--- src/rtl/iup_pkg.sv ---
// Shared constants, codes and item types of the integer pixel upscaler.
package iup_pkg;

  localparam int MAX_WIDTH  = 2048;
  localparam int MAX_SCALE  = 63;
  localparam int COL_W      = $clog2(MAX_WIDTH);
  localparam int SCALE_W    = 6;
  localparam int WIDTH_W    = 12;
  localparam int PIX_W      = 24;
  localparam int CMDQ_DEPTH = 2;
  localparam int CMDQ_PTR_W = $clog2(CMDQ_DEPTH);

  // Input item kinds.
  localparam logic KIND_PIXEL  = 1'b0;
  localparam logic KIND_REPLAY = 1'b1;

  // Configuration register indexes.
  localparam logic CFG_SCALE = 1'b0;
  localparam logic CFG_WIDTH = 1'b1;

  // Effective configuration after clamping.
  typedef struct packed {
    logic [SCALE_W-1:0] scale;
    logic [WIDTH_W-1:0] width;
  } iup_cfg_t;

  // One classified item handed from the front end to the back end.
  typedef struct packed {
    logic [PIX_W-1:0]   pixel;
    logic [SCALE_W-1:0] count;
    logic               row_done;
    logic [1:0]         pad;
    logic               err;
  } iup_cmd_t;

  // One result item.
  typedef struct packed {
    logic [PIX_W-1:0] pixel;
    logic             is_padding;
    logic [1:0]       pad_bytes;
    logic             row_end;
    logic             last;
    logic             error;
  } iup_res_t;

endpackage

--- src/rtl/iup_cmdq.sv ---
// Short queue of classified items between the front and back ends.
module iup_cmdq
  import iup_pkg::*;
(
  input  logic     clk_i,
  input  logic     rst_ni,
  input  logic     push_i,
  input  iup_cmd_t data_i,
  output logic     full_o,
  input  logic     pop_i,
  output iup_cmd_t data_o,
  output logic     empty_o
);

  iup_cmd_t              entry_q [CMDQ_DEPTH];
  logic [CMDQ_PTR_W-1:0] wptr_q, wptr_d;
  logic [CMDQ_PTR_W-1:0] rptr_q, rptr_d;
  logic [CMDQ_PTR_W:0]   cnt_q, cnt_d;

  assign full_o  = (cnt_q == (CMDQ_PTR_W+1)'(CMDQ_DEPTH));
  assign empty_o = (cnt_q == '0);
  assign data_o  = entry_q[rptr_q];

  always_comb begin
    wptr_d = wptr_q;
    rptr_d = rptr_q;
    cnt_d  = cnt_q;
    if (push_i) begin
      wptr_d = (wptr_q == CMDQ_PTR_W'(CMDQ_DEPTH - 1)) ? '0 : wptr_q + 1'b1;
    end
    if (pop_i) begin
      rptr_d = (rptr_q == CMDQ_PTR_W'(CMDQ_DEPTH - 1)) ? '0 : rptr_q + 1'b1;
    end
    if (push_i && !pop_i) begin
      cnt_d = cnt_q + 1'b1;
    end else if (pop_i && !push_i) begin
      cnt_d = cnt_q - 1'b1;
    end
  end

  always_ff @(posedge clk_i or negedge rst_ni) begin
    if (!rst_ni) begin
      wptr_q <= '0;
      rptr_q <= '0;
      cnt_q  <= '0;
    end else begin
      wptr_q <= wptr_d;
      rptr_q <= rptr_d;
      cnt_q  <= cnt_d;
    end
  end

  always_ff @(posedge clk_i) begin
    if (push_i) begin
      entry_q[wptr_q] <= data_i;
    end
  end

`ifndef ASSERT_OFF
  a_no_push_full: assert property (@(posedge clk_i) disable iff (!rst_ni)
    push_i |-> !full_o) else $error("item pushed into full command queue");
  a_no_pop_empty: assert property (@(posedge clk_i) disable iff (!rst_ni)
    pop_i |-> !empty_o) else $error("item popped from empty command queue");
  a_cnt_range: assert property (@(posedge clk_i) disable iff (!rst_ni)
    cnt_q <= (CMDQ_PTR_W+1)'(CMDQ_DEPTH)) else $error("command queue count out of range");
  a_cnt_step: assert property (@(posedge clk_i) disable iff (!rst_ni)
    (push_i && !pop_i) |=> (cnt_q == $past(cnt_q) + 1'b1))
    else $error("command queue count did not follow a push");
`endif

endmodule

--- config.mk ---
export PLATFORM = sky130hd
export DESIGN_NAME = iup_cmdq
export DESIGN_NICKNAME = d
export VERILOG_FILES = /design/src/rtl/iup_pkg.sv /design/src/rtl/iup_cmdq.sv
export SDC_FILE = /design/constraint.sdc
export NUM_CORES = 1
export LEC_CHECK = 0
export BUFFER_PORTS_ARGS = -buffer_cell sky130_fd_sc_hd__buf_2
export CORE_UTILIZATION = 50
export CTS_CLUSTER_SIZE = 40
export DETAILED_ROUTE_END_ITERATION = 7
export PLACE_DENSITY_LB_ADDON = 0.25
export SLEW_MARGIN = 15
export SYNTH_ARGS = -nofsm -noshare
export SYNTH_HDL_FRONTEND = slang
export SYNTH_SLANG_ARGS = --single-unit
--- constraint.sdc ---
create_clock -name clk_i -period 2.8 [get_ports clk_i]
set_input_delay 0 -clock clk_i [delete_from_list [all_inputs] [get_ports clk_i]]
set_output_delay 0 -clock clk_i [all_outputs]
set_load 0.02 [all_outputs]
== Yosys cells after proc, flatten, opt, wreduce, memory -nomap -nowiden ==
Memories as Yosys holds them, arrays and structs flattened.
Cells that the tools add are included.

* Reductions and logical operators: 6
* Equality and inequality tests: 1
* $add $sub $neg: 4
* Multiplexer cells: 6

{| class="wikitable"
|+ Operator list
! cell !! number
|-
| 1-bit 2-to-1 mux || 4
|-
| 2-bit 2-to-1 mux || 2
|-
| 1-bit adder (second input constant) || 2
|-
| 2-bit by 1-bit adder with 2-bit output (second input constant) || 1
|-
| 2-bit == test (second input constant) || 1
|-
| 1-bit logical AND || 2
|-
| 1-bit logical NOT || 2
|-
| 2-bit logical NOT || 1
|-
| 2-bit nonzero test || 1
|-
| 2-bit by 1-bit subtractor with 2-bit output (second input constant) || 1
|}

* Logic and storage cells: 21
* Memories: 1
* Register bits: 4
* Memory bits (writable): 68
* Input bits: 38
* Output and inout port bits: 36

{| class="wikitable"
|+ Memory list
! name !! depth !! bits a word !! read ports !! clocked after memory_dff !! write ports !! line !! RTL
|-
| entry_q || 2 || 34 || 1 || 0 || 1 || iup_cmdq.sv:15 || <nowiki>iup_cmd_t entry_q [CMDQ_DEPTH];</nowiki>
|}

== Longest topological paths before layout ==
* Word-level depth: 4
* Depth in mapped cells: 5
* Mapped depth without buffers: 5

== Least setup slack after synthesis ==
Ideal clock, no wire load.

* Path kind: reg-to-reg
* Start point: register wptr_q
* End point: memory entry_q[0][0] (netlist name), enable pin
* Setup slack: 0.441 ns
* Period minus slack after synthesis: 2.359 ns
* Path buffers: 0
* Stages on the path, launching flop included: 2
* Setup time: 0.429 ns
* Data arrival time: 1.930 ns
* Path through: dfrtp_1 nor2b_1

{| class="wikitable"
|+ RTL lines
! what !! line !! RTL
|-
| from (decl) || iup_cmdq.sv:16 || <nowiki>logic [CMDQ_PTR_W-1:0] wptr_q, wptr_d;</nowiki>
|-
| from (signal assigned) || iup_cmdq.sv:47 || <nowiki>wptr_q <= wptr_d;</nowiki>
|-
| to (decl) || iup_cmdq.sv:15 ||
|}

No word-level cell before the write port.

==> results.md <==
- Status: finished clean
- Core Util, Final: a little under three quarters
- Seq/Total Area, Yosys: 76.74%
- Highest routed layer: met4
- Power, Total: approximately 3.4 mW
- Vias: approximately 1.5k
- CP Class: register to primary output
- Antenna viol nets, final: 0
- DR vias/cell: roughly 4.7
- Area grow syn2layout: 33.53%
- Hold Crit Class: input port to register
- Clock Latency Late Sink: roughly 330 ps
- Yosys cell types: 13
- Core footprint: 0.005238 mm2
- Row cnt: 26
- Final Hold Fails: 0
- Syn Nets: around 160
- H-tree depth: 3
- WP data required: 2800 ps
- Die width: approximately 77 um
- Setup violators final: 0
- Congestion Overflow GR: 0
- Synth warn: 0
- Placer congestion estimate: 0.7024
- Dpl cells: approximately 260
- Pwr dens: between 900 and 1000 mW/mm2
- Routed wl met3: around 180 um
- Port-buffer cells: 73
- Post-Route WL: 4609 um
- ANT cells: 0
- Vias in the first global route: 1611
- Worst Setup Start Kind: register
- Starting DRT DRC Count: 50
- HPWL after detailed placement: 2805 um
- # fillers: around 350
- Largest net degree at the start of global routing: 35
- Tcrit/Tclk final: 65.16%
- Lkg Pwr: between 1.5 and 2 nW
- Root Buffer: clkbuf_8
- RSZ-0062 raised after global routing: false
- CTS buffer count: 9
- Layout cell share with drive strength beyond 1: 49.59%
- Fin cells: around 310
- Period minus WS final: approximately 1800 ps
- Initial Util: a little over half
- CTS clk-pin slew, worst paths: 70 ps
- Synthesis-stage register bit count: between 70 and 80
- Clk_skew: about 8.7 ps
- Nets: between 200 and 300
- Mapped Area: roughly 0.0028 mm2
- Post-Synthesis Cells: around 120
- Clock sink count: 72
- WHS: slightly below 400 ps
- First-pass GRT wire length: around 7600 um
- Maximum buffer depth of the clock tree: 2
- Post CTS Setup Buffer Count: 0
- CP arrival: between 1500 and 2000 ps
- Die area: a little under 0.006 mm2
- Remaining DRCs: 0
- Multi-input combinational cell area: roughly 600 um2
- DRT Pass-1 Iters: 3
- Die H: between 70 and 80 um
- Met2 Wirelength: approximately 2400 um
- CP max FO: 19
- Gr usage total: 17.47%
- CTS tree: yes
- Max-capacitance violation count: 0
- Number of antenna violations at the first check in global routing: 0
- IO Pins: 74
- Nature of the critical path endpoint: primary output
- Relative slew slack: ~36%
- Peak Freq: between 0.5 and 0.6 GHz
- Syn avg cell area: roughly 23 um2
- Avg WL per Cell: ~15 um
- Wire length on met1: 1921 um
- Slew at the pin closest to its max-slew limit: just under 1000 ps
- Reg area: between 0.002 and 0.0025 mm2
- VDD IR max: approximately 0.76 mV
- Setup TNS: 0 ps
- Slew Limit Fails: 0
## cell families (layout without fill, tap and decap cells)
| family | Yosys count | after routing | synth area share (%) |
|---|---|---|---|
| xor+xnor | 5 | 5 | 1.569 |
| fa+ha+maj | 1 | 1 | 0.4482 |
| buf+inv | 5 | 127 | 2.689 |
| flops | 72 | 72 | 76.74 |
| mux | 34 | 34 | 17.62 |
| simple gates | 5 | 5 | 0.9415 |
## placed cells by master, fill, tap and decap left out, drive strengths merged
cell / instances
edfxtp: 68
clkinv: 2
xnor2: 1
inv: 1
buf: 74
dfrtp: 4
xor2: 4
and2: 1
nor2: 2
ha: 1
dlygate4sd3: 38
nor2b: 2
mux2: 34
clkbuf: 12
## Yosys cell counts
| master | count | area (um2) |
|---|---|---|
| edfxtp_1 | 68 | 2042 |
| mux2_4 | 29 | 435.4 |
| mux2_2 | 5 | 56.30 |
| dfrtp_1 | 4 | 100.1 |
| xor2_1 | 4 | 35.03 |
| buf_12 | 3 | 60.06 |
| nor2_1 | 2 | 7.510 |
| nor2b_1 | 2 | 12.51 |
| and2_1 | 1 | 6.260 |
| buf_6 | 1 | 11.26 |
| ha_1 | 1 | 12.51 |
| inv_1 | 1 | 3.750 |
| xnor2_1 | 1 | 8.760 |
## registers in the layout (all words and copies together), names as in the netlist
| signal | flops |
|---|---|
| cnt_q | 2 |
| entry_q | 68 |
| rptr_q | 1 |
| wptr_q | 1 |
## worst paths after layout
kind | from | end | slack (ps) | depth (start not counted)
min | data_i[22] | entry_q[1][22] | 400 | 2
max | rptr_q | data_o[13] | 980 | 3
min reg2reg | cnt_q[1] | cnt_q[1] | 500 | 1
min in group asynchronous | rst_ni | wptr_q | 580 | 3
max in group asynchronous | rst_ni | rptr_q | 2030 | 3
max reg2reg | wptr_q | entry_q[0][0] | 1220 | 1
## where the power goes
| part | switching [mW] | internal (mW) |
|---|---|---|
| Clock | 0.327 | 0.308 |
| Sequential | 0.141 | 1.44 |
| Combinational | 0.623 | 0.589 |
| Total | 1.09 | 2.34 |
## layer usage
| layer | global-route usage (%) | vias to the layer above |
|---|---|---|
| met3 | 3.810 | 8 |
| met4 | 8.654 | 0 |
| met1 | 20.83 | 707 |
| li1 | - | 707 |
| met5 | 0 | - |
| met2 | 29.91 | 49 |
## critical path: stages, from the launching register on
cell and delay, ps:
dfrtp_2 730, buf_12 260, mux2_2 350, buf_2 160
## area by class of cell
cell class	instances	area share [%]
tap	70	2.350
timing repair buffer	112	20.54
clock inverter	2	0.2350
inverter	1	0.1007
multi-input combinational	45	15.64
sequential	72	57.50
clock buffer	12	3.625
## what timing repair did
action	in CTS	in global routing
hold buffers	38	0
gates resized for setup	0	0
endpoints found under the hold margin	74	0
## metrics by stage
stage / area, um2 / setup slack (ps)
finish: 3727 / 975.7
floorplan: 2791 / 441.2
global placement: 3203 / 1252
CTS: 3727 / 941.2
global route: 3727 / 875.9
detailed placement: 3203 / 1175
Note: power is estimated with default switching activity, not from simulation.
