--- config.mk ---
export PLATFORM = sky130hd
export DESIGN_NAME = iup_back
export DESIGN_NICKNAME = d
export VERILOG_FILES = /design/src/rtl/iup_pkg.sv /design/src/rtl/iup_back.sv
export SDC_FILE = /design/constraint.sdc
export NUM_CORES = 1
export LEC_CHECK = 0
export ABC_AREA = 1
export BUFFER_PORTS_ARGS = -buffer_cell sky130_fd_sc_hd__buf_2
export CAP_MARGIN = 0
export CORE_ASPECT_RATIO = 0.9
export CORE_MARGIN = 5
export CORE_UTILIZATION = 45
export CTS_BUF_LIST = sky130_fd_sc_hd__clkbuf_4
export DETAILED_ROUTE_END_ITERATION = 7
export PLACE_DENSITY = 0.72
export SLEW_MARGIN = 25
export SYNTH_ARGS = -nofsm -noshare
export SYNTH_HDL_FRONTEND = slang
export SYNTH_SLANG_ARGS = --single-unit
export TNS_END_PERCENT = 20
--- constraint.sdc ---
create_clock -name clk_i -period 4.7 [get_ports clk_i]
set_input_delay 0.47 -clock clk_i [delete_from_list [all_inputs] [get_ports clk_i]]
set_output_delay 0.47 -clock clk_i [all_outputs]
set_load 0.02 [all_outputs]
--- src/rtl/iup_pkg.sv ---
// Shared constants, codes and item types of the integer pixel upscaler.
package iup_pkg;

  localparam int MAX_WIDTH  = 2048;
  localparam int MAX_SCALE  = 63;
  localparam int COL_W      = $clog2(MAX_WIDTH);
  localparam int SCALE_W    = 6;
  localparam int WIDTH_W    = 12;
  localparam int PIX_W      = 24;
  localparam int CMDQ_DEPTH = 2;
  localparam int CMDQ_PTR_W = $clog2(CMDQ_DEPTH);

  // Input item kinds.
  localparam logic KIND_PIXEL  = 1'b0;
  localparam logic KIND_REPLAY = 1'b1;

  // Configuration register indexes.
  localparam logic CFG_SCALE = 1'b0;
  localparam logic CFG_WIDTH = 1'b1;

  // Effective configuration after clamping.
  typedef struct packed {
    logic [SCALE_W-1:0] scale;
    logic [WIDTH_W-1:0] width;
  } iup_cfg_t;

  // One classified item handed from the front end to the back end.
  typedef struct packed {
    logic [PIX_W-1:0]   pixel;
    logic [SCALE_W-1:0] count;
    logic               row_done;
    logic [1:0]         pad;
    logic               err;
  } iup_cmd_t;

  // One result item.
  typedef struct packed {
    logic [PIX_W-1:0] pixel;
    logic             is_padding;
    logic [1:0]       pad_bytes;
    logic             row_end;
    logic             last;
    logic             error;
  } iup_res_t;

endpackage

--- src/rtl/iup_back.sv ---
// Back end: expands each classified item into its result items.
module iup_back
  import iup_pkg::*;
(
  input  logic     clk_i,
  input  logic     rst_ni,
  input  iup_cmd_t cmd_i,
  input  logic     cmd_empty_i,
  output logic     cmd_pop_o,
  output logic     empty,
  input  logic     pop,
  output iup_res_t res_o
);

  iup_cmd_t           cur_q;
  logic               busy_q, busy_d;
  logic [SCALE_W-1:0] cnt_q, cnt_d;
  logic               out_vld_q;
  iup_res_t           res_q;
  iup_res_t           emit;
  logic               done;
  logic               adv;

  assign adv       = !out_vld_q || pop;
  assign cmd_pop_o = !busy_q && !cmd_empty_i;
  assign empty     = !out_vld_q;
  assign res_o     = res_q;

  // Pixel copies first, then the padding result when the row closes; an error item gives a lone error result.
  always_comb begin
    emit = '0;
    done = 1'b0;
    if (cur_q.err) begin
      emit.last  = 1'b1;
      emit.error = 1'b1;
      done       = 1'b1;
    end else if (cnt_q != '0) begin
      emit.pixel = cur_q.pixel;
      emit.last  = !cur_q.row_done && (cnt_q == SCALE_W'(1));
      done       = emit.last;
    end else begin
      emit.is_padding = 1'b1;
      emit.pad_bytes  = cur_q.pad;
      emit.row_end    = 1'b1;
      emit.last       = 1'b1;
      done            = 1'b1;
    end
  end

  always_comb begin
    busy_d = busy_q;
    cnt_d  = cnt_q;
    if (!busy_q) begin
      busy_d = !cmd_empty_i;
      if (!cmd_empty_i) begin
        cnt_d = cmd_i.count;
      end
    end else if (adv) begin
      if (done) begin
        busy_d = 1'b0;
      end
      if (!cur_q.err && (cnt_q != '0)) begin
        cnt_d = cnt_q - 1'b1;
      end
    end
  end

  always_ff @(posedge clk_i or negedge rst_ni) begin
    if (!rst_ni) begin
      busy_q    <= 1'b0;
      out_vld_q <= 1'b0;
    end else begin
      busy_q <= busy_d;
      if (adv) begin
        out_vld_q <= busy_q;
      end
    end
  end

  always_ff @(posedge clk_i) begin
    cnt_q <= cnt_d;
    if (cmd_pop_o) begin
      cur_q <= cmd_i;
    end
    if (adv && busy_q) begin
      res_q <= emit;
    end
  end

endmodule

# == After elaboration in Yosys (flattened, before gate mapping) ==
# Cells that the tools add are included.
# word_totals
wordCells,44
output_inout_bits,32
input_bits,38
register_bits,66
# op_classes
n_eq_ne,4
n_bitwise,1
n_mux,11
n_reduce_logical,14
n_addsub,1
# ops
cell,n
6-bit two-way mux,4
"6-bit by 1-bit equality test with 1-bit output, second input constant",1
1-bit two-way mux,6
"2-bit by 1-bit inequality test with 1-bit output, second input constant",3
6-bit nonzero test,1
"6-bit by 1-bit subtractor with 6-bit output, second input constant",1
1-bit zero test,5
1-bit logical AND,4
4-bit two-way mux,1
2-bit OR reduction,2
3-bit AND reduction,1
1-bit logical OR,1
1-bit NOT,1

# == Logic depth before layout (Yosys ltp) ==
# depth
word_depth,7
ltp_mapped,7
ltp_nobuf,7

# == Worst setup path before layout ==
# OpenSTA, ideal clock, no wires.
# synth_timing
kind,register to output
startpoint,register busy_q
endpoint,output port cmd_pop_o
setup_slack_ps,2286
stages_incl_launch_ff,3
required_time_ps,4230
t_arrival_ps,1944
path_cell_list,dfrtp_1 > buf_4 > nor2_1
# synth_between
elab_chain_len,2
# synth_lines
element,line,text
"start, declared",iup_back.sv:16,"logic busy_q, busy_d;"
"start signal, assigned",iup_back.sv:73,busy_q <= busy_d;
1-bit zero test,--,
1-bit logical AND,iup_back.sv:25,assign cmd_pop_o = !busy_q && !cmd_empty_i;
"end, declared",iup_back.sv:9,"output logic cmd_pop_o,"
# No other way between the ends.

# == Worst setup path in the final report ==
# Same ends and word-level chain as after synthesis.

==> flow_summary.html <==
<table>
<tr><th>Metric</th><th>Value</th></tr>
<tr><th colspan="2">Run status</th></tr>
<tr><td>Result of the run</td><td>finished clean</td></tr>
<tr><th colspan="2">Setup path</th></tr>
<tr><td>Worst path slowest cell</td><td>nor2_2</td></tr>
<tr><td>Path length in cells of the critical path</td><td>3</td></tr>
<tr><td>Critical path fanouts, max</td><td>15</td></tr>
<tr><td>Kind of start point of the critical path</td><td>flip-flop</td></tr>
<tr><td>Kind of critical path</td><td>reg2out</td></tr>
<tr><td>Worst Path Arrival</td><td>2.05 ns</td></tr>
<tr><td>Longest individual stage delay on the worst path</td><td>between 0.6 and 0.7 ns</td></tr>
<tr><td>Cell chain of the critical path</td><td>nor2_2, buf_4, buf_2</td></tr>
<tr><td>Count of buffer and inverter cells on the critical path</td><td>2</td></tr>
<tr><td>Dominant delay contributor by cell family on the critical path</td><td>simple AND/OR/NAND/NOR gates</td></tr>
<tr><td>Worst r2r path cells</td><td>5</td></tr>
<tr><td>Endpoint type of the worst setup path</td><td>output pin</td></tr>
<tr><td>Required arrival time at the worst endpoint</td><td>~4.2 ns</td></tr>
<tr><th colspan="2">Synthesis</th></tr>
<tr><td>Post-synth design cell area</td><td>~2500 µm²</td></tr>
<tr><td>Primary flip-flop cell chosen by synthesis mapping</td><td>edfxtp_1</td></tr>
<tr><td>Area share of the largest cell type after synthesis</td><td>76.9%</td></tr>
<tr><td>Avg Inst Size Synth</td><td>14.5 µm²</td></tr>
<tr><td>Leading cell types by count after synthesis</td><td>edfxtp_1 (63), nor2_1 (33), inv_1 (31)</td></tr>
<tr><td>Count of unique library cells instantiated by Yosys</td><td>21</td></tr>
<tr><td>Yosys warnings</td><td>0</td></tr>
<tr><td>Biggest area contributors in the synthesized netlist</td><td>edfxtp_1 (77%), nor2_1 (5.0%), inv_1 (4.7%)</td></tr>
<tr><td>Flop and latch count out of synthesis</td><td>65</td></tr>
<tr><td>FFs w/ async S/R, synth</td><td>~3.1%</td></tr>
<tr><td>Mapped Nets</td><td>approximately 210</td></tr>
<tr><td>Number of flops mapped to enable cells by yosys</td><td>63</td></tr>
<tr><td>Cell taking the most area after synthesis</td><td>edfxtp_1</td></tr>
<tr><td>Synthesized instance count</td><td>between 150 and 200</td></tr>
<tr><td>Most used standard cell by instance count after synthesis</td><td>edfxtp_1</td></tr>
<tr><td>Sequential-to-total area share from yosys stat</td><td>between 70 and 80%</td></tr>
<tr><th colspan="2">Drt</th></tr>
<tr><td>Via count of the routed design</td><td>about 1400</td></tr>
<tr><td>DRT antenna net count</td><td>0</td></tr>
<tr><td>Avg Vias per Cell</td><td>roughly 4.4</td></tr>
<tr><td>Total DRC errors in the routed layout</td><td>0</td></tr>
<tr><td>Wire length per cell after detailed routing</td><td>around 13 µm</td></tr>
<tr><td>Routed WL</td><td>around 4200 µm</td></tr>
<tr><td>Drt first-iter violations</td><td>between 60 and 70</td></tr>
<tr><td>Number of optimization iterations in the first detailed-route pass</td><td>4</td></tr>
<tr><th colspan="2">Die</th></tr>
<tr><td>Number of cell rows</td><td>25</td></tr>
<tr><td>IO Count</td><td>70</td></tr>
<tr><td>Overall die area</td><td>around 7000 µm²</td></tr>
<tr><td>Die extent in x</td><td>87.9 µm</td></tr>
<tr><td>Starting Density</td><td>between 40% and 50%</td></tr>
<tr><td>Die Y-Extent</td><td>80.1 µm</td></tr>
<tr><td>Core area</td><td>between 5000 and 6000 µm²</td></tr>
<tr><th colspan="2">Layout</th></tr>
<tr><td>Fraction of the core area covered by cells at the end of the flow</td><td>57.5%</td></tr>
<tr><td>Fraction of layout cells with a size suffix above 1</td><td>between 30% and 40%</td></tr>
<tr><td>Count of nets after finishing</td><td>between 200 and 300</td></tr>
<tr><td>Layout-stage area growth over the synthesis result</td><td>23.6%</td></tr>
<tr><td>Post-route standard cell area excluding fillers</td><td>~3000 µm²</td></tr>
<tr><th colspan="2">Place</th></tr>
<tr><td>RD Place Congestion</td><td>slightly above 0.8</td></tr>
<tr><td>DPL Wire Length</td><td>3050 µm</td></tr>
<tr><td>Port buffer count</td><td>69</td></tr>
<tr><td>Placed Instance Area</td><td>around 2900 µm²</td></tr>
<tr><th colspan="2">STA</th></tr>
<tr><td>Hold Worst Slack</td><td>~0.25 ns</td></tr>
<tr><td>Number of setup violations in the final report</td><td>0</td></tr>
<tr><td>Max Slew Vio Count</td><td>0</td></tr>
<tr><td>Setup Total Neg Slack</td><td>0 ns</td></tr>
<tr><td>Clock Skew</td><td>~0.0083 ns</td></tr>
<tr><td>Share of the clock period used by the worst path after layout</td><td>a little over half</td></tr>
<tr><td>Transition at the pin with the smallest max-transition slack</td><td>0.873 ns</td></tr>
<tr><td>Tightest slew margin relative to the limit</td><td>41.2%</td></tr>
<tr><td>Unrepaired setup endpoints after global routing</td><td>no</td></tr>
<tr><td>Maximum frequency from static timing analysis</td><td>approximately 400 MHz</td></tr>
<tr><td>Number of failing hold endpoints at the final stage</td><td>0</td></tr>
<tr><td>Final critical path time including I/O delays and setup</td><td>2.52 ns</td></tr>
<tr><th colspan="2">Clock tree</th></tr>
<tr><td>CTS HTree Levels</td><td>3</td></tr>
<tr><td>Number of post-CTS setup repair buffers</td><td>0</td></tr>
<tr><td>Latest clock arrival within the worst-skew pair</td><td>slightly below 0.4 ns</td></tr>
<tr><td>Sink count of the clock tree</td><td>65</td></tr>
<tr><td>Inserted Clock Buffers</td><td>9</td></tr>
<tr><td>Clock input transition at the sequential cells of the worst setup and hold paths</td><td>~0.090 ns</td></tr>
<tr><td>Root buffer cell</td><td>clkbuf_4</td></tr>
<tr><td>Buffers from clock root to sink, at most</td><td>2</td></tr>
<tr><td>TritonCTS clock tree</td><td>yes</td></tr>
<tr><th colspan="2">Power</th></tr>
<tr><td>Power density relative to cell area</td><td>about 490 nW/µm²</td></tr>
<tr><td>Total power</td><td>between 1 and 1.5 mW</td></tr>
<tr><td>Reported leakage power</td><td>~1.3 nW</td></tr>
<tr><td>Worst VDD drop</td><td>between 0.2 and 0.3 mV</td></tr>
<tr><th colspan="2">Job</th></tr>
<tr><td>Maximum capacitance violations</td><td>0</td></tr>
<tr><th colspan="2">GRT</th></tr>
<tr><td>Via count of the first global-routing pass</td><td>roughly 1300</td></tr>
<tr><td>Maximum number of pins on one net before global-route repair</td><td>32</td></tr>
<tr><td>GRT Overall Usage</td><td>between 10% and 20%</td></tr>
<tr><td>Global-route wire length before repair</td><td>about 6400 µm</td></tr>
<tr><td>Overflow left after global routing</td><td>0</td></tr>
<tr><td>Number of antenna violations at the first check in global routing</td><td>1</td></tr>
<tr><th colspan="2">Hold path</th></tr>
<tr><td>HP Class</td><td>in2reg</td></tr>
<tr><td>Cell count of the worst hold path</td><td>1</td></tr>
</table>
-- report_power, final --
group	leakage, nW	internal (mW)	total (mW)	switching (mW)
clock network	0.0866	0.231	0.402	0.171
logic	0.609	0.0874	0.279	0.191
registers	0.625	0.758	0.799	0.0407
-- path summary, 6_finish.rpt --
| path | startpoint | end | slack, ns |
|---|---|---|---|
| worst max register to register | busy_q$_DFF_PN0_ | cnt_q[5]$_DFFE_PP_ | 2.65 |
| min in group asynchronous | rst_ni | busy_q$_DFF_PN0_ | 0.39 |
| worst min register to register | cur_q[17]$_DFFE_PP_ | res_o[13]$_SDFFCE_PP0P_ | 0.54 |
| worst min-delay path | cmd_i[18] | cur_q[18]$_DFFE_PP_ | 0.25 |
| worst max-delay path | busy_q$_DFF_PN0_ | cmd_pop_o | 2.18 |
| max in group asynchronous | rst_ni | out_vld_q$_DFFE_PN0P_ | 4.21 |
-- flip-flops by register name, summed over array words and instances (netlist names) --
signal and flops:
cur_q 28, cnt_q 6, busy_q 1, res_o 29
out_vld_q 1
-- worst register-to-register path, cell delays in order, from the launching register on --
cell	delay, ns
dfrtp_1	0.52
inv_1	0.20
nor2_2	0.13
buf_4	0.35
nand3_1	0.14
o21ai_0	0.35
-- cells in the final DEF (no fill, tap or decap) --
cell type / Yosys / final
buf_2: 0 / 69
edfxtp_1: 63 / 63
nor2_1: 33 / 32
inv_1: 31 / 31
clkbuf_4: 0 / 12
nand2_1: 10 / 10
nand3_1: 5 / 5
o21ai_0: 5 / 5
nor2_2: 2 / 3
ha_1: 3 / 3
a31oi_1: 2 / 2
nor3b_1: 2 / 2
dfrtp_1: 2 / 2
bufinv_16: 0 / 2
clkinv_1: 0 / 2
buf_4: 2 / 2
diode_2: 0 / 1
nor2_4: 1 / 1
nand3b_1: 1 / 1
xnor2_1: 1 / 1
nand3_4: 1 / 1
o21bai_1: 1 / 1
nand4_1: 1 / 1
a21oi_1: 1 / 1
nand2_4: 1 / 1
dlygate4sd3_1: 0 / 1
-- kinds of logic after synthesis --
group	after synthesis	synth area share, %
and+or+nand+nor	57	10.9
buffers and inverters	35	6.26
xor gates and xnor gates	1	0.356
AOI/OAI and AO/OA	9	2.03
DFF	65	78.9
adders and majority gates	3	1.53
-- metrics by stage --
stage	std cells	worst slack (ns)
6_report	322	2.18
5_1_grt	322	1.98
4_1_cts	321	2.08
3_5_place_dp	304	2.46
3_3_place_gp	304	2.51
2_1_floorplan	170	2.29
-- cell type report --
cell class / count / area, µm²
inverter: 31 / 116
fill: 451 / 2250
sequential: 65 / 1940
antenna: 1 / 2.50
timing repair buffer: 72 / 370
tap: 67 / 83.8
clock buffer: 12 / 90.1
clock inverter: 4 / 67.6
multi-input combinational: 70 / 367
-- layer usage --
layer	routed length (µm)	vias up	track usage [%]
met5	0	-	0
met3	301	7	4.92
li1	-	730	-
met4	96	0	9.20
met2	2210	48	20.6
met1	1560	641	14.7
-- repair_timing --
| action | CTS | global route |
|---|---|---|
| resized for setup | 0 | 0 |
| hold endpoints to repair | 2 | 0 |
| hold buffers | 1 | 0 |
Power figures use the tool's default switching activity.
